### src/sv/rsb_pkg.sv
`timescale 1ns / 1ps

package rsb_pkg;

  // Defaults for the top-level parameters.
  localparam int LINE_WIDTH_DEF = 640;
  localparam int MAX_RUN_DEF    = 64;

  // Command queue between the front and the back.
  localparam int QUEUE_DEPTH = 2;
  localparam int QPTR_W      = (QUEUE_DEPTH > 1) ? $clog2(QUEUE_DEPTH) : 1;
  localparam int QCNT_W      = $clog2(QUEUE_DEPTH + 1);

  // Input item modes.
  localparam logic MODE_START = 1'b0;
  localparam logic MODE_RUN   = 1'b1;

  // Result kinds.
  localparam logic KIND_STATUS = 1'b0;
  localparam logic KIND_PAIR   = 1'b1;

  // The run counter sticks at this value.
  localparam logic [9:0] RUNS_MAX = 10'h3FF;

  // One classified request as it travels from the front to the back.
  typedef struct packed {
    logic              is_start;
    logic              active;
    logic              start_draw;
    logic signed [11:0] origin;
    logic [9:0]        width;
    logic              mirror;
    logic [15:0]       color_first;
    logic [15:0]       color_second;
    logic [6:0]        count;
  } cmd_t;

  // One result item.
  typedef struct packed {
    logic        kind;
    logic        active;
    logic [9:0]  addr_first;
    logic        write_first;
    logic [9:0]  addr_second;
    logic        write_second;
    logic [15:0] pixel_first;
    logic [15:0] pixel_second;
    logic        last;
    logic        line_done;
    logic [9:0]  runs_used;
  } res_t;

endpackage

### src/sv/rsb_if.sv
`timescale 1ns / 1ps

interface rsb_in_if;
  logic               valid;
  logic               ready;
  logic               mode;
  logic [9:0]         line;
  logic signed [10:0] pos_x;
  logic signed [10:0] pos_y;
  logic [9:0]         sprite_width;
  logic [9:0]         sprite_height;
  logic               mirror;
  logic [15:0]        color_first;
  logic [15:0]        color_second;
  logic [6:0]         repeat_count;

  modport source (
    output valid, mode, line, pos_x, pos_y, sprite_width, sprite_height, mirror,
           color_first, color_second, repeat_count,
    input  ready
  );
  modport sink (
    input  valid, mode, line, pos_x, pos_y, sprite_width, sprite_height, mirror,
           color_first, color_second, repeat_count,
    output ready
  );
endinterface

interface rsb_out_if;
  logic        valid;
  logic        ready;
  logic        kind;
  logic        active;
  logic [9:0]  addr_first;
  logic        write_first;
  logic [9:0]  addr_second;
  logic        write_second;
  logic [15:0] pixel_first;
  logic [15:0] pixel_second;
  logic        last;
  logic        line_done;
  logic [9:0]  runs_used;

  modport source (
    output valid, kind, active, addr_first, write_first, addr_second, write_second,
           pixel_first, pixel_second, last, line_done, runs_used,
    input  ready
  );
  modport sink (
    input  valid, kind, active, addr_first, write_first, addr_second, write_second,
           pixel_first, pixel_second, last, line_done, runs_used,
    output ready
  );
endinterface

### src/sv/rsb_front.sv
`timescale 1ns / 1ps

module rsb_front import rsb_pkg::*; #(
  parameter int MAX_RUN = MAX_RUN_DEF
) (
  rsb_in_if.sink in_i,
  input  logic   q_full_i,
  output logic   push_o,
  output cmd_t   cmd_o
);

  localparam logic [6:0] MaxRun = 7'(MAX_RUN);

  logic signed [12:0] line_s;
  logic signed [12:0] top_s;
  logic signed [12:0] bottom_s;
  logic signed [11:0] x_s;
  logic               act;

  assign in_i.ready = !q_full_i;
  assign push_o     = in_i.valid && !q_full_i;

  always_comb begin
    line_s   = $signed({3'b000, in_i.line});
    top_s    = $signed({{2{in_i.pos_y[10]}}, in_i.pos_y});
    bottom_s = top_s + $signed({3'b000, in_i.sprite_height});
    x_s      = $signed({in_i.pos_x[10], in_i.pos_x});
    act      = (line_s > top_s) && (line_s <= bottom_s);

    cmd_o.is_start     = (in_i.mode == MODE_START);
    cmd_o.active       = act;
    cmd_o.start_draw   = act && (in_i.sprite_width != 10'd0);
    cmd_o.origin       = in_i.mirror ? x_s + $signed({2'b00, in_i.sprite_width}) : x_s;
    cmd_o.width        = in_i.sprite_width;
    cmd_o.mirror       = in_i.mirror;
    cmd_o.color_first  = in_i.color_first;
    cmd_o.color_second = in_i.color_second;
    cmd_o.count        = (in_i.repeat_count > MaxRun) ? MaxRun : in_i.repeat_count;
  end

endmodule

### src/sv/rsb_queue.sv
`timescale 1ns / 1ps

module rsb_queue import rsb_pkg::*; (
  input  logic clk_i,
  input  logic rst_ni,
  input  logic push_i,
  input  cmd_t cmd_i,
  output logic full_o,
  input  logic pop_i,
  output logic valid_o,
  output cmd_t cmd_o
);

  cmd_t              mem_q [QUEUE_DEPTH];
  logic [QPTR_W-1:0] wr_ptr_q, wr_ptr_d;
  logic [QPTR_W-1:0] rd_ptr_q, rd_ptr_d;
  logic [QCNT_W-1:0] cnt_q, cnt_d;

  function automatic logic [QPTR_W-1:0] ptr_next(logic [QPTR_W-1:0] p);
    return (p == QPTR_W'(QUEUE_DEPTH - 1)) ? '0 : p + 1'b1;
  endfunction

  assign full_o  = (cnt_q == QCNT_W'(QUEUE_DEPTH));
  assign valid_o = (cnt_q != '0);
  assign cmd_o   = mem_q[rd_ptr_q];

  always_comb begin
    wr_ptr_d = push_i ? ptr_next(wr_ptr_q) : wr_ptr_q;
    rd_ptr_d = pop_i ? ptr_next(rd_ptr_q) : rd_ptr_q;
    cnt_d    = cnt_q + QCNT_W'(push_i) - QCNT_W'(pop_i);
  end

  always_ff @(posedge clk_i or negedge rst_ni) begin
    if (!rst_ni) begin
      wr_ptr_q <= '0;
      rd_ptr_q <= '0;
      cnt_q    <= '0;
    end else begin
      wr_ptr_q <= wr_ptr_d;
      rd_ptr_q <= rd_ptr_d;
      cnt_q    <= cnt_d;
    end
  end

  always_ff @(posedge clk_i) begin
    if (push_i) begin
      mem_q[wr_ptr_q] <= cmd_i;
    end
  end

endmodule

### src/sv/rsb_back.sv
`timescale 1ns / 1ps

module rsb_back import rsb_pkg::*; #(
  parameter int LINE_WIDTH = LINE_WIDTH_DEF
) (
  input  logic        clk_i,
  input  logic        rst_ni,
  input  logic        cfg_we_i,
  input  logic [15:0] cfg_wdata_i,
  input  logic        q_valid_i,
  input  cmd_t        cmd_i,
  output logic        pop_o,
  rsb_out_if.source   out_o
);

  localparam logic [12:0] LineW = 13'(LINE_WIDTH);

  typedef enum logic {ST_IDLE, ST_RUN} state_e;

  state_e             state_q, state_d;
  logic               drawing_q, drawing_d;
  logic [10:0]        pos_q, pos_d;
  logic signed [11:0] origin_q, origin_d;
  logic [9:0]         width_q, width_d;
  logic               mirror_q, mirror_d;
  logic [9:0]         runs_q, runs_d;
  logic [6:0]         cnt_q, cnt_d;
  logic [15:0]        c1_q, c1_d;
  logic [15:0]        c2_q, c2_d;
  logic               out_valid_q, out_valid_d;
  res_t               res_q, res_d;
  logic [15:0]        transp_q;

  logic        load;
  logic [9:0]  runs_inc;
  logic [10:0] pos_next;
  logic [9:0]  a1, a2;
  logic        w1, w2;

  // Maps a draw offset to a line address; off-line pixels are never written.
  function automatic void pixel_at(input logic [11:0] offset, input logic [15:0] color,
                                   output logic [9:0] addr, output logic wr);
    logic signed [12:0] o;
    logic signed [12:0] a;
    o = $signed({origin_q[11], origin_q});
    a = mirror_q ? o - $signed({1'b0, offset}) : o + $signed({1'b0, offset});
    if (!a[12] && ($unsigned(a) < LineW)) begin
      addr = a[9:0];
      wr   = (color != transp_q);
    end else begin
      addr = '0;
      wr   = 1'b0;
    end
  endfunction

  assign load     = !out_valid_q || out_o.ready;
  assign runs_inc = (runs_q == RUNS_MAX) ? runs_q : runs_q + 10'd1;
  assign pos_next = pos_q + 11'd2;

  always_comb begin
    pixel_at({1'b0, pos_q}, c1_q, a1, w1);
    pixel_at({1'b0, pos_q} + 12'd1, c2_q, a2, w2);
  end

  always_comb begin
    state_d     = state_q;
    drawing_d   = drawing_q;
    pos_d       = pos_q;
    origin_d    = origin_q;
    width_d     = width_q;
    mirror_d    = mirror_q;
    runs_d      = runs_q;
    cnt_d       = cnt_q;
    c1_d        = c1_q;
    c2_d        = c2_q;
    out_valid_d = out_valid_q && !out_o.ready;
    res_d       = res_q;
    pop_o       = 1'b0;

    unique case (state_q)
      ST_IDLE: begin
        if (q_valid_i && load) begin
          pop_o = 1'b1;
          if (cmd_i.is_start) begin
            mirror_d        = cmd_i.mirror;
            width_d         = cmd_i.width;
            origin_d        = cmd_i.origin;
            pos_d           = '0;
            runs_d          = '0;
            drawing_d       = cmd_i.start_draw;
            res_d           = '0;
            res_d.kind      = KIND_STATUS;
            res_d.active    = cmd_i.active;
            res_d.last      = 1'b1;
            res_d.line_done = !cmd_i.start_draw;
            out_valid_d     = 1'b1;
          end else if (drawing_q) begin
            runs_d = runs_inc;
            if (cmd_i.count == 7'd0) begin
              if ({1'b0, pos_q} >= {2'b00, width_q}) begin
                drawing_d = 1'b0;
              end
              res_d           = '0;
              res_d.kind      = KIND_STATUS;
              res_d.active    = 1'b1;
              res_d.last      = 1'b1;
              res_d.line_done = (pos_q >= {1'b0, width_q});
              res_d.runs_used = runs_inc;
              out_valid_d     = 1'b1;
            end else begin
              cnt_d   = cmd_i.count;
              c1_d    = cmd_i.color_first;
              c2_d    = cmd_i.color_second;
              state_d = ST_RUN;
            end
          end
        end
      end
      ST_RUN: begin
        if (load) begin
          pos_d              = pos_next;
          cnt_d              = cnt_q - 7'd1;
          res_d.kind         = KIND_PAIR;
          res_d.active       = 1'b1;
          res_d.addr_first   = a1;
          res_d.write_first  = w1;
          res_d.addr_second  = a2;
          res_d.write_second = w2;
          res_d.pixel_first  = c1_q;
          res_d.pixel_second = c2_q;
          res_d.last         = (cnt_q == 7'd1);
          res_d.line_done    = (cnt_q == 7'd1) && (pos_next >= {1'b0, width_q});
          res_d.runs_used    = runs_q;
          out_valid_d        = 1'b1;
          if (cnt_q == 7'd1) begin
            state_d = ST_IDLE;
            if (pos_next >= {1'b0, width_q}) begin
              drawing_d = 1'b0;
            end
          end
        end
      end
      default: state_d = ST_IDLE;
    endcase
  end

  always_ff @(posedge clk_i or negedge rst_ni) begin
    if (!rst_ni) begin
      state_q     <= ST_IDLE;
      drawing_q   <= 1'b0;
      pos_q       <= '0;
      origin_q    <= '0;
      width_q     <= '0;
      mirror_q    <= 1'b0;
      runs_q      <= '0;
      cnt_q       <= '0;
      c1_q        <= '0;
      c2_q        <= '0;
      out_valid_q <= 1'b0;
      res_q       <= '0;
    end else begin
      state_q     <= state_d;
      drawing_q   <= drawing_d;
      pos_q       <= pos_d;
      origin_q    <= origin_d;
      width_q     <= width_d;
      mirror_q    <= mirror_d;
      runs_q      <= runs_d;
      cnt_q       <= cnt_d;
      c1_q        <= c1_d;
      c2_q        <= c2_d;
      out_valid_q <= out_valid_d;
      res_q       <= res_d;
    end
  end

  always_ff @(posedge clk_i or negedge rst_ni) begin
    if (!rst_ni) begin
      transp_q <= '0;
    end else if (cfg_we_i) begin
      transp_q <= cfg_wdata_i;
    end
  end

  assign out_o.valid        = out_valid_q;
  assign out_o.kind         = res_q.kind;
  assign out_o.active       = res_q.active;
  assign out_o.addr_first   = res_q.addr_first;
  assign out_o.write_first  = res_q.write_first;
  assign out_o.addr_second  = res_q.addr_second;
  assign out_o.write_second = res_q.write_second;
  assign out_o.pixel_first  = res_q.pixel_first;
  assign out_o.pixel_second = res_q.pixel_second;
  assign out_o.last         = res_q.last;
  assign out_o.line_done    = res_q.line_done;
  assign out_o.runs_used    = res_q.runs_used;

endmodule

### src/sv/rle_sprite_line_blitter.sv
`timescale 1ns / 1ps

// Run-length sprite scanline blitter.
// Requests arrive on in_i: a start request (mode 0) opens a sprite on a line
// and is answered by one status result; run requests (mode 1) then expand into
// pixel-pair writes on out_o, one pair per cycle while out_o is ready, each
// with line buffer addresses and write enables. Runs that arrive while no
// sprite is drawing are dropped without a result. The user is to write the
// transparent color through cfg_we_i / cfg_wdata_i only while the block is
// idle; the block itself does not enforce this.
// A front stage classifies each request into a two-entry command queue, so
// requests keep being accepted while the back stage is busy or the output is
// stalled; the pair expansion in the back stage sets the throughput. The
// status result of a start or zero-count request passes through the command
// queue and the output register; the first pair of a run request also passes
// through the run state of the back stage.
// The output is a register: when the receiver holds ready low, the result
// stays put and the back stage waits, while the queue fills and then holds
// in_i.ready low. Reset clears the queue, the drawing state and the
// transparent color; nothing is drawing after reset.
module rle_sprite_line_blitter import rsb_pkg::*; #(
  parameter int LINE_WIDTH = LINE_WIDTH_DEF,
  parameter int MAX_RUN    = MAX_RUN_DEF
) (
  input  logic        clk_i,
  input  logic        rst_ni,
  input  logic        cfg_we_i,
  input  logic [15:0] cfg_wdata_i,
  rsb_in_if.sink      in_i,
  rsb_out_if.source   out_o
);

  logic push;
  logic q_full;
  logic q_valid;
  logic pop;
  cmd_t cmd_in;
  cmd_t cmd_out;

  // The front turns each accepted request into a command with its coverage
  // test, origin and saturated repeat count worked out.
  rsb_front #(
    .MAX_RUN (MAX_RUN)
  ) u_front (
    .in_i     (in_i),
    .q_full_i (q_full),
    .push_o   (push),
    .cmd_o    (cmd_in)
  );

  // Short queue that lets the front and back stall independently.
  rsb_queue u_queue (
    .clk_i   (clk_i),
    .rst_ni  (rst_ni),
    .push_i  (push),
    .cmd_i   (cmd_in),
    .full_o  (q_full),
    .pop_i   (pop),
    .valid_o (q_valid),
    .cmd_o   (cmd_out)
  );

  // The back holds the line state and expands runs into pixel pairs.
  rsb_back #(
    .LINE_WIDTH (LINE_WIDTH)
  ) u_back (
    .clk_i       (clk_i),
    .rst_ni      (rst_ni),
    .cfg_we_i    (cfg_we_i),
    .cfg_wdata_i (cfg_wdata_i),
    .q_valid_i   (q_valid),
    .cmd_i       (cmd_out),
    .pop_o       (pop),
    .out_o       (out_o)
  );

endmodule
### src/flat_wrapper.sv
// flat-port wrapper written by rule: the top's interface ports become plain ports
module rle_sprite_line_blitter_flat import rsb_pkg::*;
#(
  parameter int LINE_WIDTH = LINE_WIDTH_DEF,
  parameter int MAX_RUN    = MAX_RUN_DEF
)
  (clk_i, rst_ni, cfg_we_i, cfg_wdata_i, in_i_valid, in_i_mode, in_i_line, in_i_pos_x, in_i_pos_y, in_i_sprite_width, in_i_sprite_height, in_i_mirror, in_i_color_first, in_i_color_second, in_i_repeat_count, in_i_ready, out_o_valid, out_o_kind, out_o_active, out_o_addr_first, out_o_write_first, out_o_addr_second, out_o_write_second, out_o_pixel_first, out_o_pixel_second, out_o_last, out_o_line_done, out_o_runs_used, out_o_ready);
  rsb_in_if in_i_i ();
  rsb_out_if out_o_i ();
  input  logic clk_i;
  input  logic rst_ni;
  input  logic cfg_we_i;
  input  logic [15:0] cfg_wdata_i;
  input wire logic [$bits(in_i_i.valid)-1:0] in_i_valid;
  input wire logic [$bits(in_i_i.mode)-1:0] in_i_mode;
  input wire logic [$bits(in_i_i.line)-1:0] in_i_line;
  input wire logic [$bits(in_i_i.pos_x)-1:0] in_i_pos_x;
  input wire logic [$bits(in_i_i.pos_y)-1:0] in_i_pos_y;
  input wire logic [$bits(in_i_i.sprite_width)-1:0] in_i_sprite_width;
  input wire logic [$bits(in_i_i.sprite_height)-1:0] in_i_sprite_height;
  input wire logic [$bits(in_i_i.mirror)-1:0] in_i_mirror;
  input wire logic [$bits(in_i_i.color_first)-1:0] in_i_color_first;
  input wire logic [$bits(in_i_i.color_second)-1:0] in_i_color_second;
  input wire logic [$bits(in_i_i.repeat_count)-1:0] in_i_repeat_count;
  output wire logic [$bits(in_i_i.ready)-1:0] in_i_ready;
  output wire logic [$bits(out_o_i.valid)-1:0] out_o_valid;
  output wire logic [$bits(out_o_i.kind)-1:0] out_o_kind;
  output wire logic [$bits(out_o_i.active)-1:0] out_o_active;
  output wire logic [$bits(out_o_i.addr_first)-1:0] out_o_addr_first;
  output wire logic [$bits(out_o_i.write_first)-1:0] out_o_write_first;
  output wire logic [$bits(out_o_i.addr_second)-1:0] out_o_addr_second;
  output wire logic [$bits(out_o_i.write_second)-1:0] out_o_write_second;
  output wire logic [$bits(out_o_i.pixel_first)-1:0] out_o_pixel_first;
  output wire logic [$bits(out_o_i.pixel_second)-1:0] out_o_pixel_second;
  output wire logic [$bits(out_o_i.last)-1:0] out_o_last;
  output wire logic [$bits(out_o_i.line_done)-1:0] out_o_line_done;
  output wire logic [$bits(out_o_i.runs_used)-1:0] out_o_runs_used;
  input wire logic [$bits(out_o_i.ready)-1:0] out_o_ready;
  assign in_i_i.valid = in_i_valid;
  assign in_i_i.mode = in_i_mode;
  assign in_i_i.line = in_i_line;
  assign in_i_i.pos_x = in_i_pos_x;
  assign in_i_i.pos_y = in_i_pos_y;
  assign in_i_i.sprite_width = in_i_sprite_width;
  assign in_i_i.sprite_height = in_i_sprite_height;
  assign in_i_i.mirror = in_i_mirror;
  assign in_i_i.color_first = in_i_color_first;
  assign in_i_i.color_second = in_i_color_second;
  assign in_i_i.repeat_count = in_i_repeat_count;
  assign in_i_ready = in_i_i.ready;
  assign out_o_valid = out_o_i.valid;
  assign out_o_kind = out_o_i.kind;
  assign out_o_active = out_o_i.active;
  assign out_o_addr_first = out_o_i.addr_first;
  assign out_o_write_first = out_o_i.write_first;
  assign out_o_addr_second = out_o_i.addr_second;
  assign out_o_write_second = out_o_i.write_second;
  assign out_o_pixel_first = out_o_i.pixel_first;
  assign out_o_pixel_second = out_o_i.pixel_second;
  assign out_o_last = out_o_i.last;
  assign out_o_line_done = out_o_i.line_done;
  assign out_o_runs_used = out_o_i.runs_used;
  assign out_o_i.ready = out_o_ready;
  rle_sprite_line_blitter #(.LINE_WIDTH(LINE_WIDTH), .MAX_RUN(MAX_RUN)) u_core (.clk_i(clk_i), .rst_ni(rst_ni), .cfg_we_i(cfg_we_i), .cfg_wdata_i(cfg_wdata_i), .in_i(in_i_i), .out_o(out_o_i));
endmodule
### config.mk
export PLATFORM = sky130hd
export DESIGN_NAME = rle_sprite_line_blitter_flat
export DESIGN_NICKNAME = d
export VERILOG_FILES = /design/src/sv/rsb_pkg.sv /design/src/sv/rsb_if.sv /design/src/sv/rsb_front.sv /design/src/sv/rsb_queue.sv /design/src/sv/rsb_back.sv /design/src/sv/rle_sprite_line_blitter.sv /design/src/flat_wrapper.sv
export SDC_FILE = /design/constraint.sdc
export NUM_CORES = 1
export LEC_CHECK = 0
export ABC_CLOCK_PERIOD_IN_PS = 5500
export BUFFER_PORTS_ARGS = -buffer_cell sky130_fd_sc_hd__buf_2
export CAP_MARGIN = 20
export CORE_ASPECT_RATIO = 0.75
export CORE_UTILIZATION = 40
export DETAILED_ROUTE_END_ITERATION = 12
export PLACE_DENSITY = 0.59
export SETUP_SLACK_MARGIN = 0.1
export SYNTH_ARGS = -nofsm -noshare
export SYNTH_HDL_FRONTEND = slang
export SYNTH_SLANG_ARGS = --single-unit
export TNS_END_PERCENT = 1
### constraint.sdc
create_clock -name clk_i -period 5.5 [get_ports clk_i]
set_clock_uncertainty 0.1 [all_clocks]
set_input_delay 0.825 -clock clk_i [delete_from_list [all_inputs] [get_ports clk_i]]
set_output_delay 0.825 -clock clk_i [all_outputs]
set_load 0.01 [all_outputs]
* Yosys cells after proc, flatten, opt, wreduce, memory -nomap -nowiden *
Memories as Yosys holds them, arrays and structs flattened.
Index checks and enable logic that the tools add are counted.

word-level totals
  bits in registers = 174
  bits in writable memories = 130
  word-level logic and storage cells = 149
  memories = 1

memory list
  memory                depth  width  read ports  clocked after Yosys merged registers in  wr ports  line             source
  u_core.u_queue.mem_q  2      65     1           0                                        1         rsb_queue.sv:14  cmd_t mem_q [QUEUE_DEPTH];

cells by class
  add/sub/neg operators = 14
  $lt $le $gt $ge = 8
  equality and inequality tests = 15
  muxes and demuxes = 55
  bitwise gates (word level) = 4
  reduce and logical (&&, ||, !) cells = 26

operator list
  operator                 number
  $mux W68                 5
  $pmux W68 S2             1
  $mux W10                 5
  $mux W7                  6
  $ge A11 B10 Y1           3
  $mux W11                 3
  $ne A16 B16 Y1           2
  $mux W1                  27
  $lt A13 B10 Y1 const B   2
  $mux W13                 2
  $add A11 B11 Y12         2
  $pmux W11 S2             1
  $pmux W7 S2              1
  $add A12 B12 Y13         1
  $add A12 B13 Y13         1
  $sub A12 B12 Y13         1
  $sub A12 B13 Y13         1
  $add A11 B1 Y12 const B  1
  $le A11 B12 Y1           1
  $mux W12                 1
  $add A11 B2 Y11 const B  1
  $gt A11 B11 Y1           1
  $add A10 B1 Y10 const B  1
  $eq A10 B10 Y1 const B   1
  other kinds (21)         51

* Logic depth before layout (Yosys ltp) *
  word-level depth = 8
  gate-level depth with buffers = 16
  mapped depth without buffers = 16

* By module *
Synthesis repeated with hierarchy kept, for this count alone.

unflattened totals
  cell total of the unflattened synthesis = 1315
  area, all modules = 16278.1 µm²

by module, submodules not included
  module     instances  cells an instance  area each (µm²)
  rsb_back   1          843                9261.4
  rsb_queue  1          217                5051.1
  rsb_front  1          255                1965.6

* Worst setup path after synthesis *
No wires, ideal clock.

  kind = input-to-reg
  start point = in in_i_valid
  end point = mem u_core.u_queue.mem_q[0][0] in the netlist's numbering (enable)
  data arrival time = 3.638 ns
  data required time = 4.912 ns
  slack = 1.274 ns
  cell stages on the path = 2
  cells stage by stage = nand2_1 > nor2_1

between the ends
  cells in the longest elaborated chain, start to end = 3

RTL lines
  item                           line                source
  from (decl)                    flat_wrapper.sv:14  input wire logic [$bits(in_i_i.valid)-1:0] in_i_valid;
  $logic_and A1 B1 Y1            rsb_front.sv:21     assign push_o = in_i.valid && !q_full_i;
  $mux W1                        rsb_queue.sv:46     if (push_i) begin
  $mux W1 (not written as such)  rsb_queue.sv:47     mem_q[wr_ptr_q] <= cmd_i;
  to (decl)                      rsb_queue.sv:14

No other way between the ends.

* Final worst setup path *
  start point = reg u_core.u_back.mirror_q
  end point = reg u_core.u_back.res_q, in the netlist u_core.u_back.out_o.addr_second[5]

between the ends
  cells in the longest elaborated chain, start to end = 6
  elaborated cells between the ends (all ways) = 7
  those cells by class = order compare (1); mux (4); reduce/logical (2)

RTL lines
  item                                                       line             source
  from (decl)                                                rsb_back.sv:25   logic mirror_q, mirror_d;
  from (signal assigned)                                     rsb_back.sv:167  mirror_q <= mirror_d;
  $mux W13 (*)                                               rsb_back.sv:46   a = mirror_q ? o - $signed({1'b0, offset}) : o + $signed({1'b0, offset});
  $lt A13 B10 Y1 / $logic_not A1 Y1 (equally long branches)  rsb_back.sv:47   if (!a[12] && ($unsigned(a) < LineW)) begin
  $logic_and A1 B1 Y1                                        rsb_back.sv:47
  $mux W10 (*)                                               rsb_back.sv:47
  $mux W68 (*)                                               rsb_back.sv:120  if (load) begin
  $pmux W68 S2 (*)                                           rsb_back.sv:80   unique case (state_q)
  to (signal assigned)                                       rsb_back.sv:173  res_q <= res_d;
  to (decl)                                                  rsb_back.sv:31   res_t res_q, res_d;

Every way passes the cells marked *; elsewhere a longest branch is shown, timed or not. The select of a mux whose other input is x is not followed.
A chain may end at the register's enable or synchronous reset.

==> flow_summary.html <==
<table>
<tr><th>Metric</th><th>Value</th></tr>
<tr><th colspan="2">Pwr</th></tr>
<tr><td>Total power of the final layout</td><td>10100 uW</td></tr>
<tr><td>Peak VDD IR</td><td>0.265 mV</td></tr>
<tr><td>Switching Share</td><td>0.388</td></tr>
<tr><td>Pleak</td><td>0.00794 uW</td></tr>
<tr><td>Combinational group share of total power</td><td>0.396</td></tr>
<tr><td>P_int</td><td>6180 uW</td></tr>
<tr><td>Net switching power of the design</td><td>3910 uW</td></tr>
<tr><td>Power density normalized to cell area</td><td>561 nW/um^2</td></tr>
<tr><td>Clock network fraction of design power</td><td>0.231</td></tr>
<tr><td>Fraction of power consumed by sequential logic</td><td>0.373</td></tr>
<tr><th colspan="2">Detailed routing</th></tr>
<tr><td>Aggregate routed wire length</td><td>37300 um</td></tr>
<tr><td>Residual antenna-violating net count after detailed routing</td><td>0</td></tr>
<tr><td>Drt wl/cell</td><td>18.3 um</td></tr>
<tr><td>DR DRC count</td><td>0</td></tr>
<tr><td>Via density</td><td>5.29</td></tr>
<tr><td>Vias</td><td>10800</td></tr>
<tr><td>Drt first pass iters</td><td>5</td></tr>
<tr><td>Initial DRC Count</td><td>693</td></tr>
<tr><th colspan="2">Clocking</th></tr>
<tr><td>Clock-pin slew of the registers on the worst-case setup and hold paths</td><td>0.06 ns</td></tr>
<tr><td>CTS tree</td><td>built</td></tr>
<tr><td>Deepest level of the CTS H-tree</td><td>2</td></tr>
<tr><td>Number of buffers created by CTS</td><td>34</td></tr>
<tr><td>Later-pin clock latency in the skew report</td><td>0.54 ns</td></tr>
<tr><td>Cts-stage hold buffer count</td><td>0</td></tr>
<tr><td>Bufs on Longest Clock Path</td><td>3</td></tr>
<tr><td>Post-CTS sizing</td><td>0</td></tr>
<tr><td>Number of setup buffers added after CTS</td><td>0</td></tr>
<tr><td>Clk sinks</td><td>303</td></tr>
<tr><td>Root buf cell</td><td>clkbuf_16</td></tr>
<tr><th colspan="2">Global route</th></tr>
<tr><td>GRT Overall Usage</td><td>0.189</td></tr>
<tr><td>Global-route wire length before repair</td><td>57900 um</td></tr>
<tr><td>Largest net degree at the start of global routing</td><td>91</td></tr>
<tr><td>Number of antenna violations at the first check in global routing</td><td>1</td></tr>
<tr><td>GR Overflow Total</td><td>0</td></tr>
<tr><td>Via count of the first global-routing pass</td><td>10100</td></tr>
<tr><th colspan="2">Yosys</th></tr>
<tr><td>Seq cells post-synth</td><td>303</td></tr>
<tr><td>Share of the synthesized area in the top cell type</td><td>0.281</td></tr>
<tr><td>Total nets after synthesis</td><td>1547</td></tr>
<tr><td>Mean instance size in the synthesized netlist</td><td>11.5 um^2</td></tr>
<tr><td>Count of flip-flops with a built-in enable after synthesis</td><td>130</td></tr>
<tr><td>Fraction of the yosys area taken by sequential cells</td><td>0.535</td></tr>
<tr><td>Mapped Area</td><td>15400 um^2</td></tr>
<tr><td>Total of warnings raised by yosys</td><td>0</td></tr>
<tr><td>Largest area contributor in the netlist</td><td>dfrtp_1</td></tr>
<tr><td>Number of standard cells after synthesis</td><td>1341</td></tr>
<tr><td>Top post-synthesis cells by count</td><td>dfrtp_1 (173), edfxtp_1 (130), o21ai_0 (95)</td></tr>
<tr><td>Cell with the most instances after synthesis</td><td>dfrtp_1</td></tr>
<tr><td>Top cells by area in the synthesized netlist</td><td>dfrtp_1 (28%), edfxtp_1 (25%), ha_1 (7.1%)</td></tr>
<tr><td>Predominant post-synthesis flop cell</td><td>dfrtp_1</td></tr>
<tr><td>Async set or reset register ratio after synthesis</td><td>0.571</td></tr>
<tr><td>Synth unique cells</td><td>70</td></tr>
<tr><th colspan="2">Floorplanning</th></tr>
<tr><td>Area of the core</td><td>37500 um^2</td></tr>
<tr><td>X dimension of the die</td><td>229 um</td></tr>
<tr><td>Die Span Y</td><td>172 um</td></tr>
<tr><td>I/O pin cnt</td><td>184</td></tr>
<tr><td>Count of standard-cell rows</td><td>61</td></tr>
<tr><td>Die footprint</td><td>39300 um^2</td></tr>
<tr><td>Starting Density</td><td>0.411</td></tr>
<tr><th colspan="2">Cells and area</th></tr>
<tr><td>Final Net Count</td><td>1716</td></tr>
<tr><td>Multi-input gate area in the final layout</td><td>6750 um^2</td></tr>
<tr><td>FF/Latch Area</td><td>8240 um^2</td></tr>
<tr><td>Layout cell share with drive strength beyond 1</td><td>0.194</td></tr>
<tr><td>Antenna cells</td><td>0</td></tr>
<tr><td>Area Growth Syn to Fin</td><td>16.9%</td></tr>
<tr><td>Fillers</td><td>3386</td></tr>
<tr><th colspan="2">Timing</th></tr>
<tr><td>Hold_ws</td><td>0.239 ns</td></tr>
<tr><td>Period minus WS final</td><td>3.86 ns</td></tr>
<tr><td>Slew Limit Fails</td><td>0</td></tr>
<tr><td>RSZ-0062 raised after global routing</td><td>no</td></tr>
<tr><td>Tightest slew margin relative to the limit</td><td>0.350</td></tr>
<tr><td>Final hold violation count</td><td>0</td></tr>
<tr><td>Worst Max-Slew Pin Slew</td><td>0.976 ns</td></tr>
<tr><td>Number of failing setup endpoints in the final timing report</td><td>0</td></tr>
<tr><td>Achievable frequency</td><td>259 MHz</td></tr>
<tr><td>Final period util</td><td>0.702</td></tr>
<tr><td>Summed negative setup slack over all endpoints</td><td>0 ns</td></tr>
<tr><th colspan="2">Worst setup path</th></tr>
<tr><td>Slowest stage cell on the critical path</td><td>dfrtp_1</td></tr>
<tr><td>Critical path required time</td><td>5.86 ns</td></tr>
<tr><td>Critical Path End Type</td><td>register</td></tr>
<tr><td>Classification of the worst setup path</td><td>reg -&gt; reg</td></tr>
<tr><td>Crit-path max FO</td><td>24</td></tr>
<tr><td>Critical Path Max Stage Delay</td><td>0.94 ns</td></tr>
<tr><td>Arrival time reported for the critical path endpoint</td><td>4.22 ns</td></tr>
<tr><td>Critical path, cell by cell</td><td>xor2_1 &gt; fa_1 &gt; a211oi_1 &gt; o21ai_0 &gt; a2111oi_0 &gt; xnor2_1 &gt; o211ai_1 &gt; nor3_2 &gt; a22o_1</td></tr>
<tr><td>CP startpoint kind</td><td>register</td></tr>
<tr><th colspan="2">Min path</th></tr>
<tr><td>Type of the tightest min-delay check</td><td>in -&gt; async</td></tr>
<tr><th colspan="2">Placement</th></tr>
<tr><td>Placer's final routability congestion estimate</td><td>0.856</td></tr>
<tr><td>Number of port buffers</td><td>183</td></tr>
<tr><td>Hpwl dp</td><td>27000 um</td></tr>
<tr><th colspan="2">Job</th></tr>
<tr><td>Number of violations of the max-capacitance limit</td><td>0</td></tr>
<tr><th colspan="2">Status</th></tr>
<tr><td>Run status</td><td>finished, final reports clean</td></tr>
</table>
[flip-flops by register name (all words and copies together) (netlist names), 12 cells and up]
signal,count
u_core.u_back.origin_q,12
u_core.u_back.out_o.pixel_first,16
u_core.u_queue.mem_q,130
u_core.u_back.c1_q,16
u_core.u_back.c2_q,16
u_core.u_back.out_o.pixel_second,16
u_core.u_back.transp_q,16
[layout make-up]
cell class	count	area share
Tap cell	504	0.0350
Clock inverter	17	0.0123
Timing Repair Buffer	193	0.0561
Clock buffer	45	0.0529
Sequential cell	303	0.458
Inverter	53	0.0111
Multi-Input combinational cell	925	0.375
[final timing paths]
check                           slack, ns  depth (start not counted)                                 end                              from
worst max-delay path                 1.64                          9  u_core.u_back.out_o.addr_second[5]            u_core.u_back.mirror_q
worst min register to register       0.37                          2    u_core.u_back.out_o.runs_used[9]  u_core.u_back.out_o.runs_used[9]
min in group clk_i                   0.37                          2    u_core.u_back.out_o.runs_used[9]  u_core.u_back.out_o.runs_used[9]
max in group asynchronous            4.07                          2              u_core.u_back.cnt_q[6]                            rst_ni
worst max register to register       1.64                          9  u_core.u_back.out_o.addr_second[5]            u_core.u_back.mirror_q
worst min-delay path                 0.24                          1           u_core.u_back.origin_q[1]                            rst_ni
[critical path: cells and delay by family, from the launching register on]
kind / cells / cell delay, ns
AND/OR/NAND/NOR: 1 / 0.59
adder cells (fa/ha/maj): 1 / 0.49
AO/OA/AOI/OAI: 5 / 1.22
flip-flops: 1 / 0.94
XOR/XNOR: 2 / 0.44
[kinds of logic (layout without fill, tap and decap cells)]
family,Yosys count,after routing,share of synthesized area
simple gates,288,288,0.0919
compound gates,355,355,0.150
xor+xnor,94,94,0.0535
mux,95,95,0.0646
fa+ha+maj,92,92,0.0767
flops,303,303,0.535
buf+inv,113,308,0.0284
other cells,1,1,0.000243
[power by group through the flow]
| stage | sequential, uW | combinational (uW) | clock [uW] |
|---|---|---|---|
| floorplan | 3600 | 2930 | 0 |
| global placement | 3800 | 3930 | 0 |
| detailed placement | 3810 | 3980 | 0 |
| CTS | 3780 | 4000 | 2390 |
| global route | 3860 | 4450 | 2480 |
| finish | 3770 | 3990 | 2330 |
[cell usage in the layout (no fill, tap or decap), types with 14 or more instances in the layout]
master / Yosys / routed
a21o_1: 22 / 21
buf_2: 2 / 182
nor3_1: 20 / 20
nand3_1: 22 / 22
inv_1: 53 / 53
dfrtp_1: 173 / 172
xnor2_1: 41 / 41
mux2_2: 31 / 31
nor2_1: 67 / 64
edfxtp_1: 130 / 130
a22o_1: 58 / 58
o21ai_0: 95 / 95
nor2b_1: 18 / 18
a31oi_1: 14 / 14
ha_1: 88 / 88
a21oi_1: 88 / 88
nor4_1: 16 / 16
mux2i_1: 63 / 63
nand2_1: 89 / 89
xor2_1: 53 / 53
clkbuf_16: 0 / 34
[layer usage]
layer	share of wire	track usage	up-vias
met5	0.00035	0	-
met4	0.017	0.0481	2
met2	0.42	0.272	252
met1	0.52	0.290	5189
li1	-	-	5305
met3	0.049	0.0328	45
[through the flow]
stage                     utilization  instances  worst slack, ns  area, um^2
after detailed placement        0.449       1978             1.19       16800
after global routing            0.480       2040             1.39       18000
after floorplan                     -       1341             1.27       15400
final                           0.480       2040             1.64       18000
after CTS                       0.480       2040             1.66       18000
after global placement          0.449       1978             1.23       16800
Note: power is estimated with default switching activity, not from simulation.
